`src/rtl/msc_pkg.sv`:
```
package msc_pkg;

    // Scan phases
    localparam int PH_W = 4;
    localparam logic [PH_W-1:0] PH_HDR0  = 4'd0;
    localparam logic [PH_W-1:0] PH_HDR1  = 4'd1;
    localparam logic [PH_W-1:0] PH_HDR2  = 4'd2;
    localparam logic [PH_W-1:0] PH_HDR3  = 4'd3;
    localparam logic [PH_W-1:0] PH_BODY  = 4'd4;
    localparam logic [PH_W-1:0] PH_ZERO1 = 4'd5;
    localparam logic [PH_W-1:0] PH_ZERO2 = 4'd6;
    localparam logic [PH_W-1:0] PH_CODE  = 4'd7;
    localparam logic [PH_W-1:0] PH_HALT  = 4'd8;

    // Result kinds
    localparam logic [1:0] KIND_BYTE   = 2'd0;
    localparam logic [1:0] KIND_MARKER = 2'd1;
    localparam logic [1:0] KIND_ERROR  = 2'd2;

    // Result actions inside one item
    localparam logic [1:0] ACT_BYTE = 2'd0;
    localparam logic [1:0] ACT_MARK = 2'd1;
    localparam logic [1:0] ACT_ERR  = 2'd2;

    // Stream byte values and start codes
    localparam logic [7:0] BYTE_ZERO     = 8'h00;
    localparam logic [7:0] BYTE_ONE      = 8'h01;
    localparam logic [7:0] CODE_VOS      = 8'hB0;
    localparam logic [7:0] CODE_VO       = 8'hB5;
    localparam logic [7:0] CODE_VOP      = 8'hB6;
    localparam logic [7:0] CODE_VOL_LAST = 8'h1F;
    localparam logic [7:0] CODE_VL_FIRST = 8'h20;
    localparam logic [7:0] CODE_VL_LAST  = 8'h2F;

    // Sizes
    localparam int LENGTH_BITS_DEF = 16;
    localparam int LEN_OUT_W       = 16;
    localparam int SUB_W           = 3;   // up to five results per item
    localparam int VOP_POS         = 4;   // byte holding the coding type

    typedef struct packed {
        logic       command;
        logic [7:0] data_byte;
    } t_in_item;

    typedef struct packed {
        logic [1:0]           kind;
        logic [7:0]           out_byte;
        logic                 object_start;
        logic [7:0]           object_code;
        logic                 is_config;
        logic                 is_vop;
        logic [2:0]           coding_type;
        logic [LEN_OUT_W-1:0] object_length;
        logic                 config_before_first_vop;
        logic                 last;
    } t_out_item;

    // One result step of the item under work
    typedef struct packed {
        logic [SUB_W-1:0] num;
        logic [1:0]       act;
        logic [7:0]       value;
        logic             start;
        logic             new_obj;
        logic [7:0]       new_code;
        logic             last;
        logic [PH_W-1:0]  next_phase;
    } t_action;

    function automatic logic code_is_config(input logic [7:0] c);
        return (c == CODE_VOS) || (c == CODE_VO) || (c <= CODE_VOL_LAST)
            || ((c >= CODE_VL_FIRST) && (c <= CODE_VL_LAST));
    endfunction

endpackage

```
`src/rtl/msc_stream_if.sv`:
```
interface msc_stream_if #(
    parameter type t_payload = logic
);
    logic     valid;
    logic     ready;
    t_payload payload;

    modport source (output valid, output payload, input ready);
    modport sink (input valid, input payload, output ready);
endinterface

```
`src/rtl/msc_decode.sv`:
```
module msc_decode (
    input  logic [msc_pkg::PH_W-1:0]  i_phase,
    input  msc_pkg::t_in_item         i_item,
    input  logic [msc_pkg::SUB_W-1:0] i_sub,
    output msc_pkg::t_action          o_action
);
    import msc_pkg::*;

    t_action    a;
    logic [7:0] b;

    assign b = i_item.data_byte;

    // Pick the result list of the item and the step at i_sub
    always_comb begin
        a            = '0;
        a.act        = ACT_BYTE;
        a.value      = BYTE_ZERO;
        a.new_code   = b;
        a.next_phase = i_phase;
        if (i_item.command) begin
            unique case (i_phase)
                PH_HDR0, PH_HDR1, PH_HDR2, PH_HDR3: begin
                    a.num        = SUB_W'(1);
                    a.act        = ACT_ERR;
                    a.next_phase = PH_HALT;
                end
                PH_BODY, PH_CODE: begin
                    a.num        = SUB_W'(1);
                    a.act        = ACT_MARK;
                    a.next_phase = PH_HALT;
                end
                PH_ZERO1: begin
                    a.num        = SUB_W'(2);
                    a.act        = (i_sub == SUB_W'(1)) ? ACT_MARK : ACT_BYTE;
                    a.next_phase = PH_HALT;
                end
                PH_ZERO2: begin
                    a.num        = SUB_W'(3);
                    a.act        = (i_sub == SUB_W'(2)) ? ACT_MARK : ACT_BYTE;
                    a.next_phase = PH_HALT;
                end
                default: begin
                    a.next_phase = PH_HALT;
                end
            endcase
        end else begin
            unique case (i_phase)
                PH_HDR0, PH_HDR1: begin
                    if (b != BYTE_ZERO) begin
                        a.num        = SUB_W'(1);
                        a.act        = ACT_ERR;
                        a.next_phase = PH_HALT;
                    end else begin
                        a.next_phase = (i_phase == PH_HDR0) ? PH_HDR1 : PH_HDR2;
                    end
                end
                PH_HDR2: begin
                    if (b != BYTE_ONE) begin
                        a.num        = SUB_W'(1);
                        a.act        = ACT_ERR;
                        a.next_phase = PH_HALT;
                    end else begin
                        a.next_phase = PH_HDR3;
                    end
                end
                PH_HDR3: begin
                    a.num        = SUB_W'(4);
                    a.value      = (i_sub == SUB_W'(2)) ? BYTE_ONE :
                                   (i_sub == SUB_W'(3)) ? b : BYTE_ZERO;
                    a.start      = (i_sub == SUB_W'(0));
                    a.new_obj    = (i_sub == SUB_W'(0));
                    a.next_phase = PH_BODY;
                end
                PH_BODY: begin
                    if (b == BYTE_ZERO) begin
                        a.next_phase = PH_ZERO1;
                    end else begin
                        a.num   = SUB_W'(1);
                        a.value = b;
                    end
                end
                PH_ZERO1: begin
                    if (b == BYTE_ZERO) begin
                        a.next_phase = PH_ZERO2;
                    end else begin
                        a.num        = SUB_W'(2);
                        a.value      = (i_sub == SUB_W'(1)) ? b : BYTE_ZERO;
                        a.next_phase = PH_BODY;
                    end
                end
                PH_ZERO2: begin
                    if (b == BYTE_ONE) begin
                        a.next_phase = PH_CODE;
                    end else begin
                        a.num        = SUB_W'(3);
                        a.value      = (i_sub == SUB_W'(2)) ? b : BYTE_ZERO;
                        a.next_phase = PH_BODY;
                    end
                end
                PH_CODE: begin
                    // close the old object, then open the new one
                    a.num        = SUB_W'(5);
                    a.act        = (i_sub == SUB_W'(0)) ? ACT_MARK : ACT_BYTE;
                    a.value      = (i_sub == SUB_W'(3)) ? BYTE_ONE :
                                   (i_sub == SUB_W'(4)) ? b : BYTE_ZERO;
                    a.start      = (i_sub == SUB_W'(1));
                    a.new_obj    = (i_sub == SUB_W'(1));
                    a.next_phase = PH_BODY;
                end
                default: begin
                    a.next_phase = PH_HALT;
                end
            endcase
        end
        a.last = (a.num != '0) && (i_sub == a.num - SUB_W'(1));
    end

    assign o_action = a;

endmodule

```
`src/rtl/msc_track.sv`:
```
module msc_track #(
    parameter int LENGTH_BITS = msc_pkg::LENGTH_BITS_DEF
) (
    input  logic                     i_clk,
    input  logic                     i_rst_n,
    input  msc_pkg::t_action         i_action,
    input  logic                     i_fire,
    input  logic                     i_done,
    output logic [msc_pkg::PH_W-1:0] o_phase,
    output msc_pkg::t_out_item       o_result
);
    import msc_pkg::*;

    localparam int WIDE_W = LENGTH_BITS + LEN_OUT_W;

    logic [PH_W-1:0]        r_phase;
    logic [7:0]             r_code, n_code;
    logic [LENGTH_BITS-1:0] r_count, n_count;
    logic [2:0]             r_vtype, n_vtype;
    logic                   r_vseen, n_vseen;
    logic [WIDE_W-1:0]      count_wide;
    logic [LEN_OUT_W-1:0]   len_sat;
    t_out_item              res;

    // Object state after a byte step (new object opens on its first byte)
    always_comb begin
        n_code  = i_action.new_obj ? i_action.new_code : r_code;
        n_vseen = r_vseen | (i_action.new_obj && (i_action.new_code == CODE_VOP));
        if (i_action.new_obj) begin
            n_count = LENGTH_BITS'(1);
            n_vtype = 3'd0;
        end else begin
            n_count = (r_count == '1) ? r_count : r_count + LENGTH_BITS'(1);
            n_vtype = r_vtype;
            if ((r_count == LENGTH_BITS'(VOP_POS)) && (r_code == CODE_VOP)) begin
                n_vtype = {1'b0, i_action.value[7:6]} + 3'd1;
            end
        end
    end

    // Saturate the length to the output field
    assign count_wide = {{LEN_OUT_W{1'b0}}, r_count};
    assign len_sat = (count_wide > WIDE_W'({LEN_OUT_W{1'b1}})) ? {LEN_OUT_W{1'b1}}
                                                              : count_wide[LEN_OUT_W-1:0];

    // Format the result of this step
    always_comb begin
        res      = '0;
        res.last = i_action.last;
        unique case (i_action.act)
            ACT_BYTE: begin
                res.kind         = KIND_BYTE;
                res.out_byte     = i_action.value;
                res.object_start = i_action.start;
                res.object_code  = n_code;
                res.is_config    = code_is_config(n_code);
                res.is_vop       = (n_code == CODE_VOP);
                res.coding_type  = n_vtype;
            end
            ACT_MARK: begin
                res.kind                    = KIND_MARKER;
                res.object_code             = r_code;
                res.is_config               = code_is_config(r_code);
                res.is_vop                  = (r_code == CODE_VOP);
                res.coding_type             = r_vtype;
                res.object_length           = len_sat;
                res.config_before_first_vop = code_is_config(r_code) && !r_vseen;
            end
            default: begin
                res.kind = KIND_ERROR;
            end
        endcase
    end

    // Advance object state per byte, phase per finished item
    always_ff @(posedge i_clk) begin
        if (!i_rst_n) begin
            r_phase <= PH_HDR0;
            r_code  <= '0;
            r_count <= '0;
            r_vtype <= '0;
            r_vseen <= 1'b0;
        end else begin
            if (i_fire && (i_action.act == ACT_BYTE)) begin
                r_code  <= n_code;
                r_count <= n_count;
                r_vtype <= n_vtype;
                r_vseen <= n_vseen;
            end
            if (i_done) begin
                r_phase <= i_action.next_phase;
            end
        end
    end

    assign o_phase  = r_phase;
    assign o_result = res;

endmodule

```
`src/rtl/mpeg4_start_code_splitter_unit.sv`:
```
// An item waits in the input stage; each of its results goes to the result register.
// Throughput: one item per cycle when it gives at most one result and o_out does not stall;
// an item with n results stays in the input stage, one result per cycle while o_out is free.
// Reset (i_rst_n low at a clock edge) clears both stages and the scan state; after
// end of stream or a bad header the block ignores all items until reset.
module mpeg4_start_code_splitter_unit #(
    parameter int LENGTH_BITS = msc_pkg::LENGTH_BITS_DEF
) (
    input logic         i_clk,
    input logic         i_rst_n,
    msc_stream_if.sink   i_in,
    msc_stream_if.source o_out
);
    import msc_pkg::*;

    logic             r_in_vld;
    t_in_item         r_in;
    logic [SUB_W-1:0] r_sub;
    logic             r_out_vld;
    t_out_item        r_out;

    logic [PH_W-1:0]  phase;
    t_action          action;
    t_out_item        result;
    logic             out_free;
    logic             emit;
    logic             done;
    logic             take;

    msc_decode u_decode (
        .i_phase  (phase),
        .i_item   (r_in),
        .i_sub    (r_sub),
        .o_action (action)
    );

    msc_track #(
        .LENGTH_BITS (LENGTH_BITS)
    ) u_track (
        .i_clk    (i_clk),
        .i_rst_n  (i_rst_n),
        .i_action (action),
        .i_fire   (emit),
        .i_done   (done),
        .o_phase  (phase),
        .o_result (result)
    );

    // Step handshake between input stage and result register
    assign out_free   = !r_out_vld || o_out.ready;
    assign emit       = r_in_vld && (action.num != '0) && out_free;
    assign done       = r_in_vld && ((action.num == '0) || (emit && action.last));
    assign take       = i_in.valid && i_in.ready;
    assign i_in.ready = !r_in_vld || done;

    // Hold the item under work and its result index
    always_ff @(posedge i_clk) begin
        if (!i_rst_n) begin
            r_in_vld <= 1'b0;
            r_sub    <= '0;
        end else begin
            if (take) begin
                r_in_vld <= 1'b1;
            end else if (done) begin
                r_in_vld <= 1'b0;
            end
            if (done) begin
                r_sub <= '0;
            end else if (emit) begin
                r_sub <= r_sub + SUB_W'(1);
            end
        end
    end

    always_ff @(posedge i_clk) begin
        if (take) begin
            r_in <= i_in.payload;
        end
    end

    // Result register
    always_ff @(posedge i_clk) begin
        if (!i_rst_n) begin
            r_out_vld <= 1'b0;
        end else if (emit) begin
            r_out_vld <= 1'b1;
        end else if (o_out.ready) begin
            r_out_vld <= 1'b0;
        end
    end

    always_ff @(posedge i_clk) begin
        if (emit) begin
            r_out <= result;
        end
    end

    assign o_out.valid   = r_out_vld;
    assign o_out.payload = r_out;

endmodule

```
`src/flat_wrapper.sv`:
```
// flat-port wrapper written by rule: the top's interface ports become plain ports
module mpeg4_start_code_splitter_unit_flat import msc_pkg::*;
#(
    parameter int LENGTH_BITS = msc_pkg::LENGTH_BITS_DEF
)
  (i_clk, i_rst_n, i_in_valid, i_in_payload, i_in_ready, o_out_valid, o_out_payload, o_out_ready);
  msc_stream_if #(.t_payload(t_in_item)) i_in_i ();
  msc_stream_if #(.t_payload(t_out_item)) o_out_i ();
  input logic i_clk;
  input logic i_rst_n;
  input wire logic [$bits(i_in_i.valid)-1:0] i_in_valid;
  input wire logic [$bits(i_in_i.payload)-1:0] i_in_payload;
  output wire logic [$bits(i_in_i.ready)-1:0] i_in_ready;
  output wire logic [$bits(o_out_i.valid)-1:0] o_out_valid;
  output wire logic [$bits(o_out_i.payload)-1:0] o_out_payload;
  input wire logic [$bits(o_out_i.ready)-1:0] o_out_ready;
  assign i_in_i.valid = i_in_valid;
  assign i_in_i.payload = i_in_payload;
  assign i_in_ready = i_in_i.ready;
  assign o_out_valid = o_out_i.valid;
  assign o_out_payload = o_out_i.payload;
  assign o_out_i.ready = o_out_ready;
  mpeg4_start_code_splitter_unit #(.LENGTH_BITS(LENGTH_BITS)) u_core (.i_clk(i_clk), .i_rst_n(i_rst_n), .i_in(i_in_i), .o_out(o_out_i));
endmodule
```
`config.mk`:
```
export PLATFORM = sky130hd
export DESIGN_NAME = mpeg4_start_code_splitter_unit_flat
export DESIGN_NICKNAME = d
export VERILOG_FILES = /design/src/rtl/msc_pkg.sv /design/src/rtl/msc_stream_if.sv /design/src/rtl/msc_decode.sv /design/src/rtl/msc_track.sv /design/src/rtl/mpeg4_start_code_splitter_unit.sv /design/src/flat_wrapper.sv
export SDC_FILE = /design/constraint.sdc
export NUM_CORES = 1
export LEC_CHECK = 0
export BUFFER_PORTS_ARGS = -buffer_cell sky130_fd_sc_hd__buf_2
export CAP_MARGIN = 20
export CORE_MARGIN = 10
export CORE_UTILIZATION = 52
export CTS_CLUSTER_SIZE = 14
export DETAILED_ROUTE_END_ITERATION = 12
export PLACE_DENSITY_LB_ADDON = 0.2
export SLEW_MARGIN = 30
export SYNTH_ARGS = -nofsm -noshare
export SYNTH_HDL_FRONTEND = slang
export SYNTH_SLANG_ARGS = --single-unit
```
`constraint.sdc`:
```
create_clock -name i_clk -period 5.12 [get_ports i_clk]
set_input_delay 1.28 -clock i_clk [delete_from_list [all_inputs] [get_ports i_clk]]
set_output_delay 1.28 -clock i_clk [all_outputs]
set_load 0.02 [all_outputs]
```
# After elaboration in Yosys (flattened, before gate mapping)
# Cells that the tools add are included.
[op_classes] addsub=4 n_lt_le_gt_ge=7 n_eq_ne=26 muxes=44 bitwise_logic=3 reduce_logical=41
[ops] cell="$mux 8" n=10
[ops] cell="$eq 8x8->1 const B" n=7
[ops] cell="$mux 16" n=3
[ops] cell="$pmux 8 s5" n=1
[ops] cell="$pmux 13 s2" n=1
[ops] cell="$pmux 4 s6" n=1
[ops] cell="$pmux 3 s7" n=1
[ops] cell="$add 16x1->16 const B" n=1
[ops] cell="$eq 16x16->1 const B" n=1
[ops] cell="$eq 16x3->1 const B" n=1
[ops] cell="$eq 4x3->1 const B" n=4
[ops] cell="$ge 8x6->1 const B" n=2
[ops] cell="$gt 16x16->1 const B" n=1
[ops] cell="$le 8x5->1 const B" n=2
[ops] cell="$le 8x6->1 const B" n=2
[ops] cell="$mux 4" n=4
[ops] cell="$pmux 4 s4" n=1
[ops] cell="$logic_and 1x1->1" n=12
[ops] cell="$mux 3" n=4
[ops] cell="$mux 10" n=1
[ops] cell="$mux 2" n=5
[ops] cell="$reduce_or 2->1" n=5
[ops] cell="$logic_or 1x1->1" n=9
[ops] cell="$eq 4x2->1 const B" n=2
[ops] cell="other kinds (29)" n=44
[word_totals] reg_bits=88 input_bits=13 out_inout_bits=44 word_cells=146

# Logic depth before layout (Yosys ltp)
# Gate-level depths: netlist (run 1).
[depth] ltp_word=13 mapped_depth=17 ltp_nobuf=14

# By module
# A second synthesis (run 1) with hierarchy kept.
[hier_totals] hier_cells=453 area_unflattened_um2=4543.1
[by_module_without_submodules] mod="msc_track" n_inst=1 cells_each=283 area_each_um2=2174.6 seq_area_each_um2=640.6
[by_module_without_submodules] mod="mpeg4_start_code_splitter_unit" n_inst=1 cells_each=83 area_each_um2=1809.2 seq_area_each_um2=1631.6
[by_module_without_submodules] mod="msc_decode" n_inst=1 cells_each=87 area_each_um2=559.3 seq_area_each_um2=0.0

# Worst setup path before layout (run 1)
# Ideal clock, no wire load.
[synth_timing] path_kind="flip-flop to flip-flop" start="reg u_core.u_track.r_phase[2], in the netlist u_core.u_track.o_phase[2]" end="reg u_core.u_track.r_count[9]" setup_time_ps=117 arrival_ps=4677 t_required_ps=5003 path_slack_ps=325 stages_incl_launch_ff=17 path_buffers=3 period_less_slack_ps=4795 cell_sequence="dfxtp_1 > clkbuf_1 > nor2b_1 > nand2_1 > o32a_1 > and2_1 > ha_1 > ha_1 > nand2b_1 > nand2b_1 > clkbuf_1 > inv_1 > clkbuf_1 > nand4_1 > a2111oi_0 > xnor2_1 > nor2_1"
[synth_between] elab_chain_cells=9 elab_cells_between_ends=25 classes_between="8 x eq/ne; 7 x mux; 10 x reduce/logical"
[synth_rtl] element="from (decl)" line="msc_track.sv:16" rtl="logic [PH_W-1:0] r_phase;"
[synth_rtl] element="from (signal assigned)" line="msc_track.sv:91" rtl="r_phase <= i_action.next_phase;"
[synth_rtl] element="$eq 4x2->1, or another cell as far along" line="msc_decode.sv:22, msc_decode.sv:48"
[synth_rtl] element="$reduce_or 4->1, or another cell as far along" line="msc_decode.sv:22" rtl="unique case (i_phase)"
[synth_rtl] element="$pmux 4 s4 / $pmux 3 s7 (equally long branches)" line="msc_decode.sv:22, msc_decode.sv:48"
[synth_rtl] element="$mux 5 *" line="msc_decode.sv:21" rtl="if (i_item.command) begin"
[synth_rtl] element="$reduce_bool 3->1 *" line="mpeg4_start_code_splitter_unit.sv:51" rtl="assign emit = r_in_vld && (action.num != '0) && out_free;"
[synth_rtl] element="$logic_and 1x1->1 * (2 in series)" line="mpeg4_start_code_splitter_unit.sv:51"
[synth_rtl] element="named net u_core.emit" line="mpeg4_start_code_splitter_unit.sv:26" rtl="logic emit;"
[synth_rtl] element="$logic_and 1x1->1 *" line="msc_track.sv:84" rtl="if (i_fire && (i_action.act == ACT_BYTE)) begin"
[synth_rtl] element="$reduce_and 2->1 (no line) *"
[synth_rtl] element="to (signal assigned)" line="msc_track.sv:86" rtl="r_count <= n_count;"
[synth_rtl] element="to (decl)" line="msc_track.sv:18" rtl="logic [LENGTH_BITS-1:0] r_count, n_count;"
# Mark *: on every way through the listed nets, which the timed path passes. The rest lies on a longest branch.
# A chain may end at the register's enable or synchronous reset.

# Worst setup path in the final report (run 1)
[layout_timing] start="reg u_core.r_in[5] (netlist bit)" end="out i_in_ready"
[layout_between] elab_chain_cells=11 elab_cells_between_ends=22 classes_between="1 x add/sub; 3 x eq/ne; 7 x mux; 11 x reduce/logical"
[layout_rtl] element="from (decl)" line="mpeg4_start_code_splitter_unit.sv:17" rtl="t_in_item r_in;"
[layout_rtl] element="from (signal assigned)" line="mpeg4_start_code_splitter_unit.sv:77" rtl="r_in <= i_in.payload;"
[layout_rtl] element="$eq 8x1->1, or another cell as far along" line="msc_decode.sv:93" rtl="if (b == BYTE_ONE) begin"
[layout_rtl] element="$mux 2, or another cell as far along" line="msc_decode.sv:93"
[layout_rtl] element="$pmux 3 s7 *" line="msc_decode.sv:48" rtl="unique case (i_phase)"
[layout_rtl] element="$mux 5 *" line="msc_decode.sv:21"
[layout_rtl] element="$sub 3x1->3 / $reduce_bool 3->1 (equally long branches)" line="msc_decode.sv:116, mpeg4_start_code_splitter_unit.sv:51"
[layout_rtl] element="$eq 3x3->1 / $logic_and 1x1->1 (equally long branches)" line="msc_decode.sv:116, mpeg4_start_code_splitter_unit.sv:51"
[layout_rtl] element="$logic_and 1x1->1, on equally long branches" line="msc_decode.sv:116, mpeg4_start_code_splitter_unit.sv:51"
[layout_rtl] element="$logic_and 1x1->1" line="mpeg4_start_code_splitter_unit.sv:52" rtl="assign done = r_in_vld && ((action.num == '0) || (emit && action.last));"
[layout_rtl] element="$logic_or 1x1->1 *" line="mpeg4_start_code_splitter_unit.sv:52"
[layout_rtl] element="$logic_and 1x1->1 *" line="mpeg4_start_code_splitter_unit.sv:52"
[layout_rtl] element="$logic_or 1x1->1 *" line="mpeg4_start_code_splitter_unit.sv:54" rtl="assign i_in.ready = !r_in_vld || done;"
[layout_rtl] element="to (decl)" line="flat_wrapper.sv:13" rtl="output wire logic [$bits(i_in_i.ready)-1:0] i_in_ready;"
# Mark *: on every way between the ends. The rest lies on a longest branch, timed or not.

==> summary.log, run 1 <==
qor: grt.grt_max_degree 37
qor: setup_path.timing_worst_setup_path_type reg -> out
qor: routing.via_count 3525
qor: clock_tree.root_buffer sky130_fd_sc_hd__clkbuf_8
qor: setup_path.timing.critical_path.depth 12
qor: clock_tree.number_of_hold_buffers_added_after_cts 0
qor: synthesis.postSynthNetCount 458
qor: routing.wirelength 9990 µm
qor: clock_tree.cts.sinks 88
qor: synthesis.synth_area_leader_cell sky130_fd_sc_hd__edfxtp_1
qor: floorplanning.floorplan.die.width 112 µm
qor: setup_path.worst-path-buf-inv 2
qor: clock_tree.worstSkewPairLatency 0.37 ns
qor: timing.rsz0062_at_grt no
qor: timing.hold_violations 0
qor: power.power.ir.vdd_worst 0.137 mV
qor: synthesis.syn-instance-count 435
qor: timing.timing_worst_slew_pin_value 0.903 ns
qor: floorplanning.initial_core_util 53.5%
qor: synthesis.synth.cell_area 4390 µm²
qor: setup_path.critPathTopFamily simple AND/OR/NAND/NOR gates
qor: clock_tree.cts_made_buffers 9
qor: grt.antenna_found_initial 0
qor: timing.max_freq 0.204 GHz
qor: run_status.run_status complete, no violations
qor: routing.route.layer.met1.wl 4560 µm
qor: grt.grt_pass1_vias 3413
qor: synthesis.yosys_register_bits 88
qor: clock_tree.clock_transition_at_path_regs 0.09 ns
qor: placement.port-buffer-count 56
qor: setup_path.timing.critical_path.slowest_stage_cell sky130_fd_sc_hd__or4_4
qor: setup_path.critPathRequiredTime 3.84 ns
qor: synthesis.commonest_cells_in_the_netlist 51 x sky130_fd_sc_hd__edfxtp_1, 37 x sky130_fd_sc_hd__dfxtp_1, 36 x sky130_fd_sc_hd__nand2_1, 25 x sky130_fd_sc_hd__and2_1, 22 x sky130_fd_sc_hd__a21oi_1
qor: setup_path.critical_path.reg2reg.startpoint u_core.r_in[5]$_DFFE_PP_
qor: placement.routabilityCongestion 0.852
qor: synthesis.yosysMostFrequentCell sky130_fd_sc_hd__edfxtp_1
qor: grt.gr-usage-all-layers 16.1%
qor: routing.met2_length 4650 µm
qor: setup_path.reg2reg_depth 12
qor: synthesis.ranking_of_synthesized_cells_by_area sky130_fd_sc_hd__edfxtp_1 35%, sky130_fd_sc_hd__dfxtp_1 17%, sky130_fd_sc_hd__and2_1 3.6%
qor: min_path.holdCritStartpoint u_core.u_track.r_count[14]$_SDFFE_PN0P_
qor: final_layout.antenna_cells 0
qor: floorplanning.design.portCount 57
qor: synthesis.synth.top_cell.area_share 34.9%
qor: floorplanning.std_cell_rows 33
qor: synthesis.synth.avg_cell_area 10.1 µm²
qor: grt.grt_pass1_wl 16900 µm
qor: final_layout.drive_above_1_share 18.0%
qor: routing.drt_first_pass_iters 5
qor: final_layout.post-route-util 59.9%
qor: clock_tree.cts_tree yes
qor: grt.overflow 0
qor: timing.final-max-slew-violation-count 0
qor: flow_run.max_cap_violations 0
qor: setup_path.critPathMaxStageDelay 0.58 ns
qor: routing.drt_iter0_markers 257
qor: timing.final.min_clock_period 4.89 ns
qor: power.cellPowerDensity 297 nW/µm²
qor: final_layout.synthToLayoutAreaGrowth 12.0%
qor: routing.highest-signal-layer met4
qor: setup_path.cp-start-kind register
qor: setup_path.timing.critical_path.arrival 3.61 ns
qor: power.report.power.total 0.00146 W
qor: synthesis.synth_edf_count 51
qor: synthesis.seq_area_frac_synth 51.7%
qor: floorplanning.floorplan.die_area 12500 µm²
qor: setup_path.worst_r2r_endpoint u_core.u_track.o_phase[3]$_SDFFE_PN0P_
qor: floorplanning.vertical_extent_of_the_die 112 µm
qor: timing.timing.max_slew.rel_slack 39.5%
qor: power.static-leakage-power 1.74 nW
qor: setup_path.timing.critical_path.to_type primary output
qor: clock_tree.maximum_clock_insertion_buffer_count 2
qor: clock_tree.htree_num_levels 3
qor: routing.ant_nets 0
qor: routing.drt-wirelength-per-cell 17.0 µm
qor: routing.drcViolationCount 0
qor: min_path.hold-path-cell-count 2
qor: routing.avgViaCountPerCell 6.01
qor: min_path.worstHoldEndpoint u_core.u_track.r_count[14]$_SDFFE_PN0P_
qor: synthesis.yosys.cell_types.count 57
qor: setup_path.r2r_setup_slack 0.94 ns
qor: timing.total_of_endpoints_with_negative_setup_slack_in_the_final_report 0
qor: setup_path.worstPathCellList or4_4 -> or4_4 -> nand2_1 -> and2_1 -> ha_1 -> ha_1 -> xnor2_1 -> or3_1 -> nor2_1 -> a31oi_1 -> inv_1 -> buf_2
qor: setup_path.critical_path_peak_fanout 5
qor: floorplanning.core_area 8220 µm²
qor: placement.dpl.hpwl 7000 µm
qor: timing.clock_skew 0.00949 ns
qor: min_path.hold_class reg -> reg
qor: synthesis.yosysWarnings 0
qor: synthesis.async_reset_ff_share 0%
qor: routing.detailroute.wirelength.met3 607 µm
qor: synthesis.postSynth.topFlopCell sky130_fd_sc_hd__edfxtp_1
qor: timing.setup-tns-final 0 ns
qor: timing.final_min_period_over_clock_period 95.6%
qor: final_layout.fin_nets 500
worst reg2reg max path, stage by stage (launching register included):
cell and delay, ns:
sky130_fd_sc_hd__edfxtp_1 0.45, sky130_fd_sc_hd__or4_4 0.58, sky130_fd_sc_hd__or4_4 0.58, sky130_fd_sc_hd__nand2_1 0.12, sky130_fd_sc_hd__and2_1 0.13, sky130_fd_sc_hd__ha_1 0.15
sky130_fd_sc_hd__ha_1 0.24, sky130_fd_sc_hd__xnor2_1 0.12, sky130_fd_sc_hd__or3_1 0.42, sky130_fd_sc_hd__a2111oi_0 0.39, sky130_fd_sc_hd__mux2i_1 0.19, sky130_fd_sc_hd__a21oi_1 0.46
sky130_fd_sc_hd__o221a_2 0.29
where the power goes:
group | switching (W) | leakage [nW] | internal (W)
clock network | 0.000265 | 0.101 | 0.000231
logic | 0.000113 | 0.844 | 0.0000504
registers | 0.0000204 | 0.792 | 0.000779
per-stage QoR:
| step | cells | hold WS [ns] | setup WS, ns | area (µm²) |
|---|---|---|---|---|
| 2_1_floorplan | 435 | 0.427 | 0.325 | 4390 |
| 3_3_place_gp | 570 | 0.443 | 0.691 | 4710 |
| 3_5_place_dp | 570 | 0.472 | 0.627 | 4710 |
| 4_1_cts | 586 | 0.487 | 0.195 | 4910 |
| 5_1_grt | 587 | 0.521 | 0.0292 | 4920 |
| 6_report | 587 | 0.491 | 0.226 | 4920 |
registers in the layout, indices dropped and copies added (netlist names):
register	cells
u_core.u_track.r_vseen	1
u_core.r_sub	3
u_core.r_in	9
u_core.u_track.r_vtype	3
u_core.o_out.payload	42
u_core.u_track.o_phase	4
u_core.u_track.r_code	8
u_core.o_out.valid	1
u_core.u_track.r_count	16
u_core.r_in_vld	1
what timing repair did:
item                       in CTS  in global routing
setup endpoints to repair       0                  1
resized for setup               0                  0
buffers inserted                0                  1
cells by family after synthesis:
family	Yosys count	share of synthesized area, %
AOI/OAI and AO/OA	101	15.5
adders and majority gates	10	2.85
and+or+nand+nor	173	22.2
buffers and inverters	47	4.30
DFF	88	51.7
xor gates and xnor gates	7	1.40
muxes	9	2.08
cell usage in the layout (no fill, tap or decap), types with 7 or more instances in the layout:
cell type | Yosys | routed
sky130_fd_sc_hd__ha_1 | 10 | 10
sky130_fd_sc_hd__or4_1 | 11 | 11
sky130_fd_sc_hd__mux2i_1 | 8 | 8
sky130_fd_sc_hd__or3_1 | 11 | 11
sky130_fd_sc_hd__dfxtp_1 | 37 | 37
sky130_fd_sc_hd__and3_1 | 7 | 7
sky130_fd_sc_hd__nand2_1 | 36 | 36
sky130_fd_sc_hd__nand3_1 | 18 | 18
sky130_fd_sc_hd__and2_1 | 25 | 25
sky130_fd_sc_hd__buf_2 | 4 | 56
sky130_fd_sc_hd__a22o_1 | 8 | 8
sky130_fd_sc_hd__o31ai_1 | 15 | 15
sky130_fd_sc_hd__a21oi_1 | 22 | 22
sky130_fd_sc_hd__nand4_1 | 10 | 10
sky130_fd_sc_hd__o21ai_0 | 20 | 20
sky130_fd_sc_hd__nor2_1 | 20 | 20
sky130_fd_sc_hd__clkbuf_8 | 0 | 9
sky130_fd_sc_hd__edfxtp_1 | 51 | 51
sky130_fd_sc_hd__inv_1 | 18 | 17
final cells by class:
| cell class | instances | area, µm² |
|---|---|---|
| inverter | 18 | 67.6 |
| timing repair buffer | 60 | 310 |
| fill | 715 | 3300 |
| clock inverter | 7 | 77.6 |
| multi-input combinational | 300 | 1940 |
| tap | 105 | 131 |
| clock buffer | 9 | 124 |
| sequential | 88 | 2270 |
metal layers:
layer | vias to the layer above | track usage (%)
met3 | 17 | 3.65
met1 | 1691 | 20.8
met2 | 115 | 25.6
met4 | 0 | 6.17
met5 | - | 0
li1 | 1702 | -
worst max-delay path by stage:
stage / end / from / slack, ns
3_5_place_dp: i_in_ready / u_core.r_in[1]$_DFFE_PP_ / 0.63
3_3_place_gp: i_in_ready / u_core.r_in[1]$_DFFE_PP_ / 0.69
2_1_floorplan: u_core.u_track.r_count[9]$_SDFFE_PN0P_ / u_core.u_track.o_phase[2]$_SDFFE_PN0P_ / 0.33
4_1_cts: i_in_ready / u_core.r_in[1]$_DFFE_PP_ / 0.19
6_report: i_in_ready / u_core.r_in[5]$_DFFE_PP_ / 0.23
5_1_grt: i_in_ready / u_core.r_in[5]$_DFFE_PP_ / 0.03
No activity file was read; power rests on OpenSTA's default activity.
==> inputs of run 2 (changes only) <==
Settings changed: ABC_AREA from default to 0, BUFFER_PORTS_ARGS -buffer_cell sky130_fd_sc_hd__buf_2 to -buffer_cell sky130_fd_sc_hd__buf_4, CORE_MARGIN 10 to default.
==> run 2 against run 1 <==
  * Core utilization increased by 2.0 points
  * Via count is 0.45% lower
  * Sequential power hardly changed
  * Global-route usage is 6.8 points higher
  * Combinational power rose by 7%
  * Clock power down 3%
  * Register-to-register slack got worse by 0.09 ns
  * Hold slack got worse by 0.025 ns
  * Clock skew is essentially flat
  * Wire length fell by 5.1%
  * Die area decreased by 30%
  * Sequential share of layout area is 1.3 points lower
==> summary.log, run 2 (synthesis results as in run 1) <==
qor: placement.place_area 4850 µm² [+3.0%]
qor: grt.grt_pass1_vias 3131 [-8.3%]
qor: run_status.run_status complete, no violations
qor: placement.port-buffer-count 56 [unchanged]
qor: final_layout.largest_register_ff_count 42 [unchanged]
qor: timing.final-max-slew-violation-count 0 [unchanged]
qor: timing.final_critical_path_setup_slack 0.215 ns [-0.0106 ns]
qor: grt.grt_max_degree 37 [unchanged]
qor: floorplanning.std_cell_rows 33 [unchanged]
qor: grt.overflow 0 [unchanged]
qor: routing.drt_iter0_markers 171 [-33%]
qor: setup_path.timing.critical_path.arrival 3.62 ns [about the same]
qor: routing.drcViolationCount 0 [unchanged]
qor: setup_path.timing_worst_setup_path_type reg -> out
qor: grt.antenna_found_initial 0 [unchanged]
qor: clock_tree.worstSkewPairLatency 0.36 ns [about the same]
qor: clock_tree.htree_num_levels 3 [unchanged]
qor: setup_path.timing.critical_path.to_type primary output
qor: floorplanning.core_area 8180 µm² [-0.50%]
qor: setup_path.worstPathCellList or4_4 -> or4_4 -> nand2_1 -> and2_1 -> ha_1 -> ha_1 -> xnor2_1 -> or3_1 -> nor2_1 -> a31oi_1 -> inv_1 -> buf_4
qor: timing.timing_worst_slew_pin_value 0.866 ns [-0.0372 ns]
qor: setup_path.r2r_setup_slack 0.85 ns [-0.09 ns]
qor: timing.rsz0062_at_grt no
qor: routing.ant_nets 0 [unchanged]
qor: grt.grt_pass1_wl 15500 µm [-8.4%]
qor: timing.final.min_clock_period 4.90 ns [+0.0106 ns]
qor: clock_tree.cts_made_buffers 9 [unchanged]
qor: routing.via_count 3509 [-0.45%]
qor: final_layout.antenna_cells 0 [unchanged]
qor: placement.routabilityCongestion 0.883 [+3.6%]
qor: timing.timing.max_slew.rel_slack 42.0% [+2.5 points]
qor: floorplanning.vertical_extent_of_the_die 93.9 µm [-16%]
qor: timing.final_min_period_over_clock_period 95.8% [+0.21 points]
qor: placement.dpl.hpwl 6570 µm [-6.2%]
qor: setup_path.critPathMaxStageDelay 0.59 ns [about the same]
qor: clock_tree.post_cts_resized 0 [unchanged]
qor: setup_path.timing.critical_path.slowest_stage_cell sky130_fd_sc_hd__or4_4
qor: final_layout.drive_above_1_share 18.0% [-0.037 points]
qor: clock_tree.root_buffer sky130_fd_sc_hd__clkbuf_8
qor: final_layout.finish.instance_area 5060 µm² [+2.9%]
qor: timing.setup-tns-final 0 ns [unchanged]
qor: timing.max_freq 0.204 GHz [-0.22%]
qor: setup_path.critical_path_peak_fanout 6 [+1]
qor: setup_path.timing.critical_path.depth 12 [unchanged]
qor: final_layout.final_common_cell sky130_fd_sc_hd__buf_4
qor: floorplanning.initial_core_util 53.7% [+0.27 points]
qor: final_layout.fin_nets 501 [+0.20%]
qor: clock_tree.cts_post_setup_buffers_inserted 0 [unchanged]
qor: floorplanning.design.portCount 57 [unchanged]
qor: clock_tree.clock_transition_at_path_regs 0.09 ns [about the same]
qor: floorplanning.floorplan.die_area 8820 µm² [-30%]
qor: flow_run.max_cap_violations 0 [unchanged]
qor: clock_tree.maximum_clock_insertion_buffer_count 2 [unchanged]
qor: placement.place_worst_setup_slack 0.590 ns [-0.0372 ns]
qor: power.cellPowerDensity 288 nW/µm² [-2.8%]
qor: min_path.hold_class reg -> reg
qor: final_layout.synthToLayoutAreaGrowth 15.3%
qor: setup_path.reg2reg_depth 12 [unchanged]
qor: setup_path.critPathTopFamily simple AND/OR/NAND/NOR gates
qor: final_layout.layout_common_cells 61 x sky130_fd_sc_hd__buf_4, 51 x sky130_fd_sc_hd__edfxtp_1, 37 x sky130_fd_sc_hd__dfxtp_1, 36 x sky130_fd_sc_hd__nand2_1, 25 x sky130_fd_sc_hd__and2_1
qor: power.report.power.total 0.00146 W [about the same]
qor: clock_tree.cts.sinks 88 [unchanged]
qor: clock_tree.cts_tree yes
qor: setup_path.cp-start-kind register
qor: timing.total_of_endpoints_with_negative_setup_slack_in_the_final_report 0 [unchanged]
qor: timing.hold_violations 0 [unchanged]
qor: setup_path.worst_r2r_endpoint u_core.u_track.o_phase[3]$_SDFFE_PN0P_
qor: floorplanning.floorplan.die.width 93.9 µm [-16%]
qor: power.static-leakage-power 1.77 nW [+1.8%]
qor: setup_path.critical_path.reg2reg.startpoint u_core.r_in[1]$_DFFE_PP_
qor: routing.drt_first_pass_iters 5 [unchanged]
qor: routing.drt-wirelength-per-cell 16.1 µm [-5.3%]
qor: grt.gr-usage-all-layers 22.9% [+6.8 points]
qor: final_layout.fill_cells 695 [-2.8%]
qor: setup_path.crit_path_end i_in_ready
qor: power.power.ir.vdd_worst 0.154 mV [+13%]
qor: setup_path.worstSetupStartpoint u_core.r_in[1]$_DFFE_PP_
qor: clock_tree.number_of_hold_buffers_added_after_cts 0 [unchanged]
qor: routing.avgViaCountPerCell 5.97 [-0.62%]
qor: setup_path.worst-path-buf-inv 2 [unchanged]
qor: setup_path.critPathRequiredTime 3.84 ns [about the same]
qor: timing.clock_skew 0.00954 ns [+0.0000516 ns]
qor: timing.whs 0.466 ns [-0.0250 ns]
qor: routing.wirelength 9480 µm [-5.1%]
run 2: cell types whose count changed in the layout (fill, tap and decap cells not counted), sizes merged:
cell,change
buf,+1
clkbuf,+1
inv,-2
clkinvlp,+3
clkinv,-2
run 2: worst min-delay path by stage:
stage,start,endpoint,slack [ns],cells past startpoint
after floorplan,u_core.u_track.r_vseen$_SDFFE_PN0P_,u_core.u_track.r_vseen$_SDFFE_PN0P_,0.43,2
after global placement,u_core.u_track.r_vseen$_SDFFE_PN0P_,u_core.u_track.r_vseen$_SDFFE_PN0P_,0.44,2
after detailed placement,u_core.u_track.r_vseen$_SDFFE_PN0P_,u_core.u_track.r_vseen$_SDFFE_PN0P_,0.45,2
after CTS,u_core.u_track.r_vseen$_SDFFE_PN0P_,u_core.u_track.r_vseen$_SDFFE_PN0P_,0.47,2
after global routing,u_core.u_track.r_vseen$_SDFFE_PN0P_,u_core.u_track.r_vseen$_SDFFE_PN0P_,0.50,2
final,u_core.u_track.r_vseen$_SDFFE_PN0P_,u_core.u_track.r_vseen$_SDFFE_PN0P_,0.47,2
run 2: per-stage QoR:
step / instances / utilization (%)
3_5_place_dp: 570 / 59.4
2_1_floorplan: 435 / -
4_1_cts: 586 / 61.8
5_1_grt: 588 / 61.9
6_report: 588 / 61.9
3_3_place_gp: 570 / 59.4
run 2: tightest hold or removal path, stage by stage (launching register included):
cell and delay, ns:
sky130_fd_sc_hd__dfxtp_1 0.34, sky130_fd_sc_hd__nand2_1 0.05, sky130_fd_sc_hd__o21ai_0 0.06
run 2: power by group:
part / internal, W / total, W / leakage, nW / switching, W
clock: 0.000227 / 0.000482 / 0.0851 / 0.000255
combinational: 0.0000639 / 0.000176 / 0.891 / 0.000112
sequential: 0.000780 / 0.000802 / 0.792 / 0.0000220
total: 0.00107 / 0.00146 / 1.77 / 0.000389
run 2: area by class of cell:
type	instances	area (µm²)	share of cell area [%]
Sequential cell	88	2270	44.9
Multi-Input combinational cell	300	1940	38.3
Timing Repair Buffer	61	458	9.04
Tap cell	105	131	2.59
Clock buffer	10	128	2.52
Clock inverter	6	68.8	1.36
Inverter	18	67.6	1.33
run 2: metal layers:
layer | vias to the layer above | routed length [µm] | global-route usage [%]
li1 | 1708 | - | -
met1 | 1635 | 4260 | 31.1
met2 | 149 | 4440 | 36.1
met3 | 17 | 606 | 4.45
met4 | 0 | 167 | 8.46
met5 | - | 0 | 0
